<file path="config.mk">
export PLATFORM = sky130hd
export DESIGN_NAME = pdb_pixel
export DESIGN_NICKNAME = d
export VERILOG_FILES = /design/src/design/pdb_pkg.sv /design/src/design/pdb_pixel.sv
export SDC_FILE = /design/constraint.sdc
export NUM_CORES = 2
export LEC_CHECK = 0
export ABC_AREA = 1
export BUFFER_PORTS_ARGS = -buffer_cell sky130_fd_sc_hd__buf_4
export CAP_MARGIN = 20
export CORE_MARGIN = 1
export CORE_UTILIZATION = 65
export CTS_CLUSTER_SIZE = 10
export DETAILED_ROUTE_END_ITERATION = 12
export PLACE_DENSITY = 0.91
export SETUP_SLACK_MARGIN = 0.02
export SYNTH_ARGS = -nofsm -noshare
export SYNTH_HDL_FRONTEND = slang
export SYNTH_SLANG_ARGS = --single-unit
</file>
<file path="constraint.sdc">
create_clock -name clk -period 8.35 [get_ports clk]
set_clock_uncertainty 0.2 [all_clocks]
set_input_delay 0.4175 -clock clk [delete_from_list [all_inputs] [get_ports clk]]
set_output_delay 0.4175 -clock clk [all_outputs]
set_load 0.02 [all_outputs]
</file>
<file path="src/design/pdb_pkg.sv">
// Shared types and constants for the point density binning block.
`default_nettype none

package pdb_pkg;

    localparam int COORD_W       = 32;
    localparam int PIXEL_W       = 12;
    localparam int COUNT_W       = 32;
    localparam int GRID_W        = 13;
    localparam int LIMIT_W       = 6;
    localparam int LIMIT_CMP_W   = 7;
    localparam int CFG_INDEX_W   = 3;
    localparam int CFG_DATA_W    = 32;
    localparam int TABLE_ENTRIES_DEF = 64;

    localparam logic [GRID_W-1:0] GRID_MAX = GRID_W'(4096);

    // configuration register indexes
    localparam logic [CFG_INDEX_W-1:0] CFG_ORIGIN_X    = CFG_INDEX_W'(0);
    localparam logic [CFG_INDEX_W-1:0] CFG_ORIGIN_Y    = CFG_INDEX_W'(1);
    localparam logic [CFG_INDEX_W-1:0] CFG_PIXEL_SCALE = CFG_INDEX_W'(2);
    localparam logic [CFG_INDEX_W-1:0] CFG_GRID_WIDTH  = CFG_INDEX_W'(3);
    localparam logic [CFG_INDEX_W-1:0] CFG_GRID_HEIGHT = CFG_INDEX_W'(4);
    localparam logic [CFG_INDEX_W-1:0] CFG_FLUSH_LIMIT = CFG_INDEX_W'(5);

    // input command codes
    localparam logic CMD_ADD   = 1'b0;
    localparam logic CMD_FLUSH = 1'b1;

    typedef struct packed {
        logic                       cmd;
        logic signed [COORD_W-1:0]  coord_x;
        logic signed [COORD_W-1:0]  coord_y;
    } point_t;

    typedef struct packed {
        logic [PIXEL_W-1:0] pixel_x;
        logic [PIXEL_W-1:0] pixel_y;
        logic [COUNT_W-1:0] bin_count;
        logic               last;
    } bin_t;

    typedef enum logic [1:0] {
        CELL_HOLD,
        CELL_INC,
        CELL_APPEND,
        CELL_SHIFT
    } cell_op_t;

    typedef struct packed {
        cell_op_t           op;
        logic [PIXEL_W-1:0] key_col;
        logic [PIXEL_W-1:0] key_row;
    } cell_ctrl_t;

    typedef struct packed {
        logic [PIXEL_W-1:0] col;
        logic [PIXEL_W-1:0] row;
        logic [COUNT_W-1:0] total;
    } cell_data_t;

endpackage

`default_nettype wire

</file>
<file path="src/design/pdb_pixel.sv">
// Coordinate to pixel index pipeline: offset, scale, truncate and clamp.
`default_nettype none

module pdb_pixel (
    input  wire logic                                clk,
    input  wire logic signed [pdb_pkg::COORD_W-1:0]  coord,
    input  wire logic signed [pdb_pkg::COORD_W-1:0]  origin,
    input  wire logic [pdb_pkg::COORD_W-1:0]         scale,
    input  wire logic [pdb_pkg::GRID_W-1:0]          grid_size,
    output logic [pdb_pkg::PIXEL_W-1:0]              pixel
);
    import pdb_pkg::*;

    logic [COORD_W:0]     diff_next;
    logic [COORD_W-1:0]   diff_reg;
    logic                 pos_next;
    logic                 pos_reg;
    logic [2*COORD_W-1:0] prod_next;
    logic [COORD_W-1:0]   prod_hi_reg;
    logic                 pos2_reg;
    logic [PIXEL_W-1:0]   lim;
    logic [PIXEL_W-1:0]   pixel_next;
    logic [PIXEL_W-1:0]   pixel_reg;

    // exact 33-bit difference; only positive offsets give a nonzero index
    assign diff_next = {coord[COORD_W-1], coord} - {origin[COORD_W-1], origin};
    assign pos_next  = !diff_next[COORD_W] && (diff_next != '0);

    assign prod_next = diff_reg * scale;

    always_comb
    begin
        if (grid_size == '0)
            lim = '0;
        else if (grid_size > GRID_MAX)
            lim = '1;
        else
            lim = PIXEL_W'(grid_size - GRID_W'(1));
    end

    always_comb
    begin
        if (!pos2_reg)
            pixel_next = '0;
        else if (prod_hi_reg > COORD_W'(lim))
            pixel_next = lim;
        else
            pixel_next = prod_hi_reg[PIXEL_W-1:0];
    end

    always_ff @(posedge clk)
    begin
        diff_reg    <= diff_next[COORD_W-1:0];
        pos_reg     <= pos_next;
        prod_hi_reg <= prod_next[2*COORD_W-1:COORD_W];
        pos2_reg    <= pos_reg;
        pixel_reg   <= pixel_next;
    end

    assign pixel = pixel_reg;

endmodule

`default_nettype wire

</file>
==> results.txt <==
----------------------------------------------------
[Detailed routing]
  DRC Markers ... 0
  Remaining antenna violation count after routing ... 0
  Detailed-route via count ... roughly 35,000
  Average vias per placed instance ... about 5.6
  Detailed router's first-iteration violation count ... 3,547
  Wire length per cell ... between 15 and 20 microns
  Router iterations before antenna repair ... 9
  Detailed Route WL ... about 120,000 microns

[Synthesis]
  Synth area leaders ... sky130_fd_sc_hd__fa_1 (45%), sky130_fd_sc_hd__inv_1 (17%), sky130_fd_sc_hd__nand2_1 (14%)
  Largest family of logic cells by synthesized area ... adder cells
  Most used standard cells in the synthesized netlist ... sky130_fd_sc_hd__inv_1 (1,788), sky130_fd_sc_hd__nand2_1 (1,495), sky130_fd_sc_hd__fa_1 (896), sky130_fd_sc_hd__ha_1 (306), sky130_fd_sc_hd__nor2_1 (219)
  Share of cell area taken by muxes after synthesis ... 0%
  Compound-gate portion of the synthesized area ... 3.331%
  Cell accounting for the most synthesized area ... sky130_fd_sc_hd__fa_1
  Post-synthesis share of cell area spent on full adders, half adders and majority gates ... between 50 and 60%
  Count of mapped cells out of synthesis ... 5,425
  Area fraction in and, or, nand and nor cells after synthesis ... about a fifth
  Yosys reg bits ... between 70 and 80
  Async SR Flop Fraction ... 0%
  Mean cell area of the mapped netlist ... roughly 7.3 sq um
  Cell Area, Synth ... roughly 40,000 sq um
  EDFF count, synth ... 0
  Most common cell in the synthesized netlist ... sky130_fd_sc_hd__inv_1
  Unique cell type count in the Yosys netlist ... 42
  Post-Synth XOR/XNOR Area ... 0.7220%
  Synth Flop Type ... sky130_fd_sc_hd__dfxtp_1
  Synthesis warning total ... 0
  Syn_nets ... around 6,700
  Area share of the largest cell type after synthesis ... a little under half
  Part of the Yosys area used for sequential elements ... under 10%

[Critical path]
  Cell type of the slowest stage on the worst timing path ... sky130_fd_sc_hd__dfxtp_1
  Crit Path Class ... register to register
  Worst-case register-to-register setup slack ... around 0.38 ns
  Crit. Startpoint ... diff_reg[11]
  Launching point of the worst reg2reg path ... diff_reg[11]
  Endpoint required time on the critical path ... around 8.4 ns
  Length in cells of the worst reg-to-reg path ... 25
  Kind of launch point of the worst setup path ... register
  WP data arrival ... 8.04 ns
  Most Frequent Cell on Critical Path ... sky130_fd_sc_hd__fa_1
  Worst Setup End Kind ... register
  Largest stage delay, worst path ... about 1.1 ns
  Worst r2r dst ... prod_hi_reg[30]
  Endpoint of the most critical setup path ... prod_hi_reg[30]
  Largest fanout of any net on the critical path ... 22

[Die]
  Core area ... approximately 60,000 sq um
  Die Footprint ... around 62,000 sq um
  Initial standard-cell utilization of the core ... between 60 and 70%
  Number of standard-cell rows in the floorplan ... 90
  Die boundary width ... 249.6 microns
  Boundary Pins ... 122
  Y dimension of the die ... roughly 250 microns

[Clock tree]
  Clock tree from TritonCTS ... done
  Clock transition at path regs ... ~0.08 ns
  H-Tree Depth ... 3
  Cell at the root of the clock tree ... sky130_fd_sc_hd__clkbuf_16
  Setup fix buffers added after clock tree synthesis ... 0
  Number of buffers on the longest clock path ... 2
  Clock buffer count from CTS ... 9
  Insertion delay to the later sink of the worst-skew pair ... 0.39 ns
  Post-CTS resize count ... 0
  CTS Sinks ... slightly below 80
  Hold buffer count at CTS ... 0

[Timing]
  Final Hold Fails ... 0
  Setup repair after global routing missed its margin ... false
  FMAX ... ~130 MHz
  Minimum clock period after layout ... ~8.0 ns
  Total negative setup slack ... 0 ns
  Number of setup violations in the final report ... 0
  Slew at the pin closest to its max-slew limit ... between 1 and 1.5 ns
  Number of pins exceeding their max-slew limit in the final report ... 0
  Fin crit share ... roughly 96%
  Worst-case headroom to the max-slew limit ... around 15%

[Run status]
  Status ... finished clean

[Finish]
  Nets ... ~6,700
  Layout cells sized above 1 ... between 4 and 5%
  Synthesis-to-layout area growth ... 4.828%

[Placed design]
  Weighted congestion at the end of routability-driven global placement ... 1.008
  # port buffers ... 121
  Half-perimeter wire length after placement ... 96,460 microns

[GRT]
  Number of global-route vias before repair ... about 38,000
  Wire length of the first global-routing pass ... 189,900 microns
  Initial antenna violation count ... 2
  Maximum number of pins on one net before global-route repair ... 33
  Final global-route overflow total ... 0
  Global Route Usage Sum ... about two fifths

[Min path]
  Hold Path Cell Cnt ... 0
  Type of the tightest min-delay check ... register to register

[Run]
  Number of max-cap violations ... 0

----------------------------------------------------
cells by family (layout without fill, tap and decap cells):
logic type	count (synthesis)	in the layout
other	0	2
xor gates and xnor gates	32	32
AOI/OAI and AO/OA	235	235
buffers and inverters	1989	1984
and+or+nand+nor	1889	1889
adders and majority gates	1202	1202
DFF	78	78
layer usage:
metal,GRT usage (%),part of all wire [%],wire [microns],up-vias
met5,0,0.017,20,-
met4,20.26,5.7,6672,2
met3,11.02,13,15250,614
met2,64.54,47,54460,2457
met1,46.93,34,39940,16440
li1,-,-,-,15080
per-stage QoR:
| stage | std cells | hold WS [ns] | area, sq um | setup WS [ns] | utilization (%) |
|---|---|---|---|---|---|
| final | 6204 | 0.1456 | 41780 | 0.3752 | 69.09 |
| after floorplan | 5425 | 0.1096 | 39860 | 1.773 | - |
| after detailed placement | 6184 | 0.1266 | 41400 | 0.5704 | 68.46 |
| after CTS | 6200 | 0.1379 | 41720 | 0.5364 | 68.99 |
| after global placement | 6184 | 0.1133 | 41400 | 0.5966 | 68.46 |
| after global routing | 6202 | 0.1569 | 41780 | 0.06334 | 69.09 |
critical path: cells and delay by family, from the launching register on:
family | cells | cell delay (ns)
adder cells (fa/ha/maj) | 9 | 4.19
flip-flops | 1 | 1.09
AO/OA/AOI/OAI | 5 | 1.04
buffers and inverters | 6 | 0.73
AND/OR/NAND/NOR | 5 | 0.56
area by class of cell:
class                           count  area, sq um
Fill cell                        4449        18690
Multi-Input combinational cell   3358        30830
Clock buffer                       10        229.0
Clock inverter                      6        93.84
Timing Repair Buffer              176         1361
Antenna cell                        2        5.005
Tap cell                          782        978.4
Inverter                         1792         6726
Sequential cell                    78         1562
cell usage in the layout, fill, tap and decap left out, types with 24 or more instances in the layout:
cell / n
sky130_fd_sc_hd__buf_4: 174
sky130_fd_sc_hd__inv_1: 1788
sky130_fd_sc_hd__fa_1: 896
sky130_fd_sc_hd__nor2_1: 219
sky130_fd_sc_hd__nand2_1: 1495
sky130_fd_sc_hd__a21oi_1: 104
sky130_fd_sc_hd__o21ai_0: 59
sky130_fd_sc_hd__nor3_1: 25
sky130_fd_sc_hd__dfxtp_1: 78
sky130_fd_sc_hd__ha_1: 306
sky130_fd_sc_hd__nand3_1: 85
sky130_fd_sc_hd__xor2_1: 24
worst min-delay path by stage:
stage,end,slack (ns),from
floorplan,pos2_reg,0.11,pos_reg
global placement,pos2_reg,0.11,pos_reg
detailed placement,pos2_reg,0.13,pos_reg
CTS,diff_reg[0],0.14,origin[0]
global route,pos2_reg,0.16,pos_reg
finish,pos2_reg,0.15,pos_reg
Power is left out: the tool's default activity adds up to more than one toggle a clock period on the data nets, which glitch-free logic cannot reach.
