--- src/design/pdb_pkg.sv ---
// Shared types and constants for the point density binning block.
`default_nettype none

package pdb_pkg;

    localparam int COORD_W       = 32;
    localparam int PIXEL_W       = 12;
    localparam int COUNT_W       = 32;
    localparam int GRID_W        = 13;
    localparam int LIMIT_W       = 6;
    localparam int LIMIT_CMP_W   = 7;
    localparam int CFG_INDEX_W   = 3;
    localparam int CFG_DATA_W    = 32;
    localparam int TABLE_ENTRIES_DEF = 64;

    localparam logic [GRID_W-1:0] GRID_MAX = GRID_W'(4096);

    // configuration register indexes
    localparam logic [CFG_INDEX_W-1:0] CFG_ORIGIN_X    = CFG_INDEX_W'(0);
    localparam logic [CFG_INDEX_W-1:0] CFG_ORIGIN_Y    = CFG_INDEX_W'(1);
    localparam logic [CFG_INDEX_W-1:0] CFG_PIXEL_SCALE = CFG_INDEX_W'(2);
    localparam logic [CFG_INDEX_W-1:0] CFG_GRID_WIDTH  = CFG_INDEX_W'(3);
    localparam logic [CFG_INDEX_W-1:0] CFG_GRID_HEIGHT = CFG_INDEX_W'(4);
    localparam logic [CFG_INDEX_W-1:0] CFG_FLUSH_LIMIT = CFG_INDEX_W'(5);

    // input command codes
    localparam logic CMD_ADD   = 1'b0;
    localparam logic CMD_FLUSH = 1'b1;

    typedef struct packed {
        logic                       cmd;
        logic signed [COORD_W-1:0]  coord_x;
        logic signed [COORD_W-1:0]  coord_y;
    } point_t;

    typedef struct packed {
        logic [PIXEL_W-1:0] pixel_x;
        logic [PIXEL_W-1:0] pixel_y;
        logic [COUNT_W-1:0] bin_count;
        logic               last;
    } bin_t;

    typedef enum logic [1:0] {
        CELL_HOLD,
        CELL_INC,
        CELL_APPEND,
        CELL_SHIFT
    } cell_op_t;

    typedef struct packed {
        cell_op_t           op;
        logic [PIXEL_W-1:0] key_col;
        logic [PIXEL_W-1:0] key_row;
    } cell_ctrl_t;

    typedef struct packed {
        logic [PIXEL_W-1:0] col;
        logic [PIXEL_W-1:0] row;
        logic [COUNT_W-1:0] total;
    } cell_data_t;

endpackage

`default_nettype wire

--- src/design/pdb_cell.sv ---
// One table cell: holds a bin, matches the key, counts, appends and shifts.
`default_nettype none

module pdb_cell (
    input  wire logic                 clk,
    input  wire pdb_pkg::cell_ctrl_t  ctrl,
    input  wire logic                 active,
    input  wire logic                 slot_sel,
    input  wire pdb_pkg::cell_data_t  neighbor,
    output pdb_pkg::cell_data_t       data,
    output logic                      hit
);
    import pdb_pkg::*;

    cell_data_t data_reg;
    cell_data_t data_next;

    assign hit = active && (data_reg.col == ctrl.key_col) && (data_reg.row == ctrl.key_row);

    always_comb
    begin
        data_next = data_reg;
        case (ctrl.op)
            CELL_SHIFT:
            begin
                data_next = neighbor;
            end
            CELL_APPEND:
            begin
                if (slot_sel)
                begin
                    data_next.col   = ctrl.key_col;
                    data_next.row   = ctrl.key_row;
                    data_next.total = COUNT_W'(1);
                end
            end
            CELL_INC:
            begin
                // saturate at all ones
                if (hit && (data_reg.total != '1))
                    data_next.total = data_reg.total + COUNT_W'(1);
            end
            default:
            begin
                data_next = data_reg;
            end
        endcase
    end

    always_ff @(posedge clk)
    begin
        data_reg <= data_next;
    end

    assign data = data_reg;

endmodule

`default_nettype wire

--- config.mk ---
export PLATFORM = sky130hd
export DESIGN_NAME = pdb_cell
export DESIGN_NICKNAME = d
export VERILOG_FILES = /design/src/design/pdb_pkg.sv /design/src/design/pdb_cell.sv
export SDC_FILE = /design/constraint.sdc
export NUM_CORES = 1
export LEC_CHECK = 0
export ABC_AREA = 1
export BUFFER_PORTS_ARGS = -buffer_cell sky130_fd_sc_hd__buf_2
export CAP_MARGIN = 15
export CORE_MARGIN = 8
export CORE_UTILIZATION = 50
export DETAILED_ROUTE_END_ITERATION = 8
export PLACE_DENSITY = 0.81
export REMOVE_ABC_BUFFERS = 1
export SLEW_MARGIN = 20
export SYNTH_ARGS = -nofsm -noshare
export SYNTH_HDL_FRONTEND = slang
export SYNTH_SLANG_ARGS = --single-unit
export TNS_END_PERCENT = 5
--- constraint.sdc ---
create_clock -name clk -period 4.5 [get_ports clk]
set_input_delay 0.225 -clock clk [delete_from_list [all_inputs] [get_ports clk]]
set_output_delay 0.225 -clock clk [all_outputs]
set_load 0.02 [all_outputs]
==> impl_metrics.yaml, run 1 <==
timing:
  hold_viol_final: 0
  setup_violations: 0
  period_share: 0.573
  setup_tns_ps: 0
  period_needed_ps: 2580
  fmaxAchievable_ghz: 0.388
  max_slew_margin: 0.294
  tightest_slew_ps: 1060
  rsz0062_at_grt: "no"
  report.final.slew_viol_count: 0
  fin_skew_ps: 10.4
yosys:
  synth.avg_cell_area_um2: 7.14
  ys_async_sr_fraction: 0
  syn_area_um2: 3730
  synth_area_leaders: "edfxtp_1 45%, nand2_1 20%, inv_1 7.7%"
  synth_cell_types: 30
  yosys_warnings: 0
  synth_top_area_cell: "edfxtp_1"
  synth-main-ff-cell: "edfxtp_1"
  syn_inst: 522
  synth_top_area_frac: 0.451
  synth-edff-count: 56
  synth-seq-cells: 56
  synth-seq-area-share: 0.451
clock_tree:
  cts_resized: 0
  cts.path.max_buffers: 2
  numCtsBuffers: 5
  cts_setup_buffers: 0
  cts_tree: "built"
  clkLatencyLatePin_ps: 320
  clock_sinks: 56
  path_clk_slew_ps: 100
  clock_tree.root_cell: "clkbuf_8"
  holdBufCountCts: 0
  htree_levels: 2
layout:
  nFillCells: 644
  areaGrowthSynthToFinish_pct: 25.3
  fin_nets: 752
  diodes: 0
  final_cell_mix: "197 x nand2_1, 141 x buf_2, 76 x inv_1"
  multi_input_area_um2: 1710
  drive_gt1_frac: 0.255
  largest_reg_flops: 56
  seqCellArea_um2: 1680
  layout_commonest_cell: "nand2_1"
setup_path:
  critical_path_class: "flop to flop"
  crit_path_end_kind: "flop"
  cp_cell_sequence: "ha_1, nand2_1, nor2_1, nand2_1, nor2_2, nand2_1, nor2_1, nand3_1, nand2_1, a21oi_4"
  crit_fanout: 32
  arrival_ps: 2520
  critPathBufInv: 0
  crit_slowest_cell: "a21oi_4"
  worst_setup_path_start_kind: "flop"
  crit_path_frequent_cell: "nand2_1"
  cp.required_ps: 4440
  max_stage_delay_ps: 840
  crit_family: "compound AO/OA/AOI/OAI gates"
worst_hold_path:
  hp-class: "primary input to flop"
placement:
  place.gp.congestion: 0.914
  hpwl_um: 8310
  portBuffers: 141
grt:
  globalRouteTotalUtil: 0.201
  antenna_found_initial: 0
  grt_pass1_wl_um: 16800
  overflow: 0
  grt_start_max_net_pins: 45
  grt_pass1_vias: 3769
routing:
  dr.pass1.iters: 5
  wl_per_cell_um: 14.2
  totalWireLength_um: 10800
  vias: 3825
  viasPerCell: 5.02
  drtAntennaViolNets: 0
  drc_errors: 0
  first_iter_violations: 292
power_and_ir_drop:
  cellPowerDensity_nw_per_um2: 311
  ir_worst_vdd_uv: 175
  power_mw: 1.45
  leakagePower_nw: 2.37
floorplanning:
  start_util: 0.514
  dieArea_um2: 10500
  coreArea_um2: 7250
  fp-row-count: 31
  dieHeight_um: 102
  die_w_um: 102
  pin_count: 142
run:
  cap_violations: 0
status:
  status: "complete, no violations"
[logic make-up (layout without fill, tap and decap cells)]
logic type,count (synthesis),after routing,synth area share
compound gates,59,59,0.0852
xor+xnor,5,5,0.0117
fa+ha+maj,4,4,0.0134
buf+inv,90,231,0.0940
flops,56,56,0.451
simple gates,308,308,0.345
[layer usage]
metal | routed length (µm) | GRT usage | vias up
met2 | 5020 | 0.348 | 186
met4 | 265 | 0.0734 | 0
met1 | 4400 | 0.234 | 1675
li1 | - | - | 1933
met5 | 0 | 0 | -
met3 | 1130 | 0.0531 | 31
[final timing paths]
| kind | start | endpoint | slack [ps] | cells past startpoint |
|---|---|---|---|---|
| min | neighbor[50] | data[50]$_DFFE_PP_ | 170 | 3 |
| max | data[0]$_DFFE_PP_ | data[23]$_DFFE_PP_ | 1920 | 10 |
| min reg2reg | data[0]$_DFFE_PP_ | data[0]$_DFFE_PP_ | 710 | 1 |
| max reg2reg | data[0]$_DFFE_PP_ | data[23]$_DFFE_PP_ | 1920 | 10 |
[cells in the mapped netlist (3+ instances only)]
cell      count
o21ai_0      43
or2_2         3
nor2_2        3
nor3_1        9
a21oi_1       5
nand2_1     197
nor2_1       56
o21ai_1       5
clkbuf_1      7
nand4_1       3
inv_1        76
nand3_1      29
nand2_2       3
ha_1          4
edfxtp_1     56
xnor2_1       4
[cell type report]
cell class / instances / share of cell area
clock buffers: 5 / 0.0147
clock inverters: 2 / 0.0129
inverters: 80 / 0.0643
multi-input cells: 376 / 0.366
flip-flops and latches: 56 / 0.360
well taps: 99 / 0.0265
repair buffers: 144 / 0.156
[stage by stage]
stage / setup WS (ps) / cells / util / hold WS [ps] / instance area, µm²
4_1_cts: 1900 / 762 / 0.644 / 168 / 4670
3_3_place_gp: 1950 / 755 / 0.627 / 490 / 4540
2_1_floorplan: 241 / 512 / - / 404 / 3680
5_1_grt: 1710 / 762 / 0.644 / 162 / 4670
6_report: 1920 / 762 / 0.644 / 172 / 4670
3_5_place_dp: 1850 / 755 / 0.627 / 502 / 4540
[power by group]
group | internal [mW] | switching (mW)
clock network | 0.219 | 0.171
registers | 0.649 | 0.0527
logic | 0.124 | 0.235
total | 0.993 | 0.459
[tightest hold or removal path, cell delays in order]
cell	delay, ps
buf_2	80
nand2_1	40
nand2_1	50
Note: power is estimated with default switching activity, not from simulation.
==> inputs of run 2 (changes only) <==
--- a/config.mk
+++ b/config.mk
@@ -9,9 +9,9 @@
 export BUFFER_PORTS_ARGS = -buffer_cell sky130_fd_sc_hd__buf_2
 export CAP_MARGIN = 15
 export CORE_MARGIN = 8
-export CORE_UTILIZATION = 50
+export CORE_UTILIZATION = 45
 export DETAILED_ROUTE_END_ITERATION = 8
-export PLACE_DENSITY = 0.81
+export PLACE_DENSITY = 0.77
 export REMOVE_ABC_BUFFERS = 1
 export SLEW_MARGIN = 20
 export SYNTH_ARGS = -nofsm -noshare
==> constraint.sdc (replaced) <==
create_clock -name clk -period 2.1 [get_ports clk]
set_input_delay 0.105 -clock clk [delete_from_list [all_inputs] [get_ports clk]]
set_output_delay 0.105 -clock clk [all_outputs]
set_load 0.02 [all_outputs]
==> run 2 against run 1 <==
  * Final cell count is 2.5% higher
  * Count of clock-buffer cells in the layout stayed put
  * Fmax is 29% higher
  * Total power is 100% higher
==> impl_metrics.yaml, run 2 (same netlist as run 1, synthesis figures left out) <==
power_and_ir_drop:
  cellPowerDensity_nw_per_um2: 613
  p_comb_frac: 0.283
  clkPwrFrac: 0.208
  p_sw_frac: 0.344
  seqPwrFrac: 0.509
  power_switching_mw: 1.01
  p_int_mw: 1.93
  power_mw: 2.94
  leakagePower_nw: 2.43
  ir_worst_vdd_uv: 335
timing:
  fmaxAchievable_ghz: 0.501
  fin_skew_ps: 9.24
  max_slew_margin: 0.742
  hold_viol_final: 0
  rsz0062_at_grt: "no"
  setup_violations: 0
  period_needed_ps: 2000
  tightest_slew_ps: 387
  period_share: 0.950
  report.final.slew_viol_count: 0
clock_tree:
  path_clk_slew_ps: 110
  cts.path.max_buffers: 2
  htree_levels: 2
  clkLatencyLatePin_ps: 320
  clock_sinks: 56
  clock_tree.root_cell: "clkbuf_8"
  cts_tree: "built"
  numCtsBuffers: 5
  holdBufCountCts: 0
setup_path:
  cp.required_ps: 2140
  critPathBufInv: 1
  worst_setup_path_start_kind: "flop"
  arrival_ps: 2030
  cp_cell_sequence: "ha_2, nand2_2, nor2_2, nand2_2, nor2_2, nand2_2, nor2_2, nand3_1, nand2_1, a21oi_4, clkbuf_16"
  critical_path_class: "flop to flop"
  max_stage_delay_ps: 440
  crit_fanout: 8
  crit_family: "simple AND/OR/NAND/NOR gates"
  crit_path_end_kind: "flop"
  crit_slowest_cell: "edfxtp_1"
  r2r_setup_slack_ps: 100
routing:
  dr.pass1.iters: 5
  drtAntennaViolNets: 0
  vias: 3883
  drc_errors: 0
  totalWireLength_um: 11100
  wl_per_cell_um: 14.2
  viasPerCell: 4.97
  first_iter_violations: 196
grt:
  grt_start_max_net_pins: 45
  globalRouteTotalUtil: 0.180
  grt_pass1_vias: 3706
  overflow: 0
  grt_pass1_wl_um: 17000
  antenna_found_initial: 0
placement:
  portBuffers: 141
  place_area_um2: 4610
  hpwl_um: 8460
  dp.cells: 767
  place.gp.congestion: 0.880
layout:
  final_cell_mix: "194 x nand2_1, 141 x buf_2, 76 x inv_1"
  design_area_um2: 4800
  diodes: 0
  largest_reg_flops: 56
  areaGrowthSynthToFinish_pct: 28.7
  fin_nets: 764
  utilization: 0.590
  final_cells: 781
  drive_gt1_frac: 0.278
  layout_commonest_cell: "nand2_1"
status:
  status: "complete, no violations"
floorplanning:
  dieHeight_um: 107
  pin_count: 142
  start_util: 0.458
  dieArea_um2: 11500
  fp-row-count: 33
  coreArea_um2: 8130
  die_w_um: 107
run:
  cap_violations: 0
worst_hold_path:
  hp-class: "primary input to flop"
run 2: power groups by stage:
stage / Clock (mW) / Combinational [mW] / Sequential [mW]
global placement: 0 / 0.781 / 1.51
global route: 0.662 / 0.921 / 1.52
detailed placement: 0 / 0.797 / 1.52
CTS: 0.630 / 0.800 / 1.49
floorplan: 0 / 0.320 / 1.66
finish: 0.612 / 0.832 / 1.50
run 2: what timing repair did:
item	in CTS	in global routing
resized for setup	0	8
buffers inserted	0	3
setup endpoints to repair	0	32
run 2: metrics by stage:
stage	TNS, ps	hold slack [ps]	worst slack (ps)
2_1_floorplan	-72330	284	-2040
3_3_place_gp	0	374	172
3_5_place_dp	0	378	98.4
4_1_cts	0	40.6	77.3
5_1_grt	0	41.2	8.39
6_report	0	48.1	105
run 2: final cells by class:
class,count,area [µm²]
Fill cell,771,3340
Clock buffer,5,68.8
Clock inverter,3,18.8
Tap cell,105,131
Sequential cell,56,1680
Inverter,80,300
Timing Repair Buffer,156,870
Multi-Input combinational cell,376,1730
run 2: path summary, 6_finish.rpt:
check | startpoint | to | cells past startpoint
setup / recovery | data[1]$_DFFE_PP_ | data[0]$_DFFE_PP_ | 11
hold / removal | neighbor[40] | data[40]$_DFFE_PP_ | 3
setup reg to reg | data[1]$_DFFE_PP_ | data[0]$_DFFE_PP_ | 11
hold reg to reg | data[2]$_DFFE_PP_ | data[2]$_DFFE_PP_ | 2
run 2: routing by layer:
metal	vias to the layer above	wire length (µm)	GRT usage
li1	1955	-	-
met3	13	944	0.0390
met5	-	0	0
met2	172	5220	0.312
met4	0	132	0.0422
met1	1743	4770	0.221
run 2: worst reg2reg max path, stage by stage (launching register included):
cell       delay (ps)
edfxtp_1          440
ha_2              210
nand2_2           100
nor2_2             50
nand2_2            70
nor2_2             50
nand2_2            70
nor2_2             40
nand3_1            70
nand2_1            90
a21oi_4           290
clkbuf_16         230
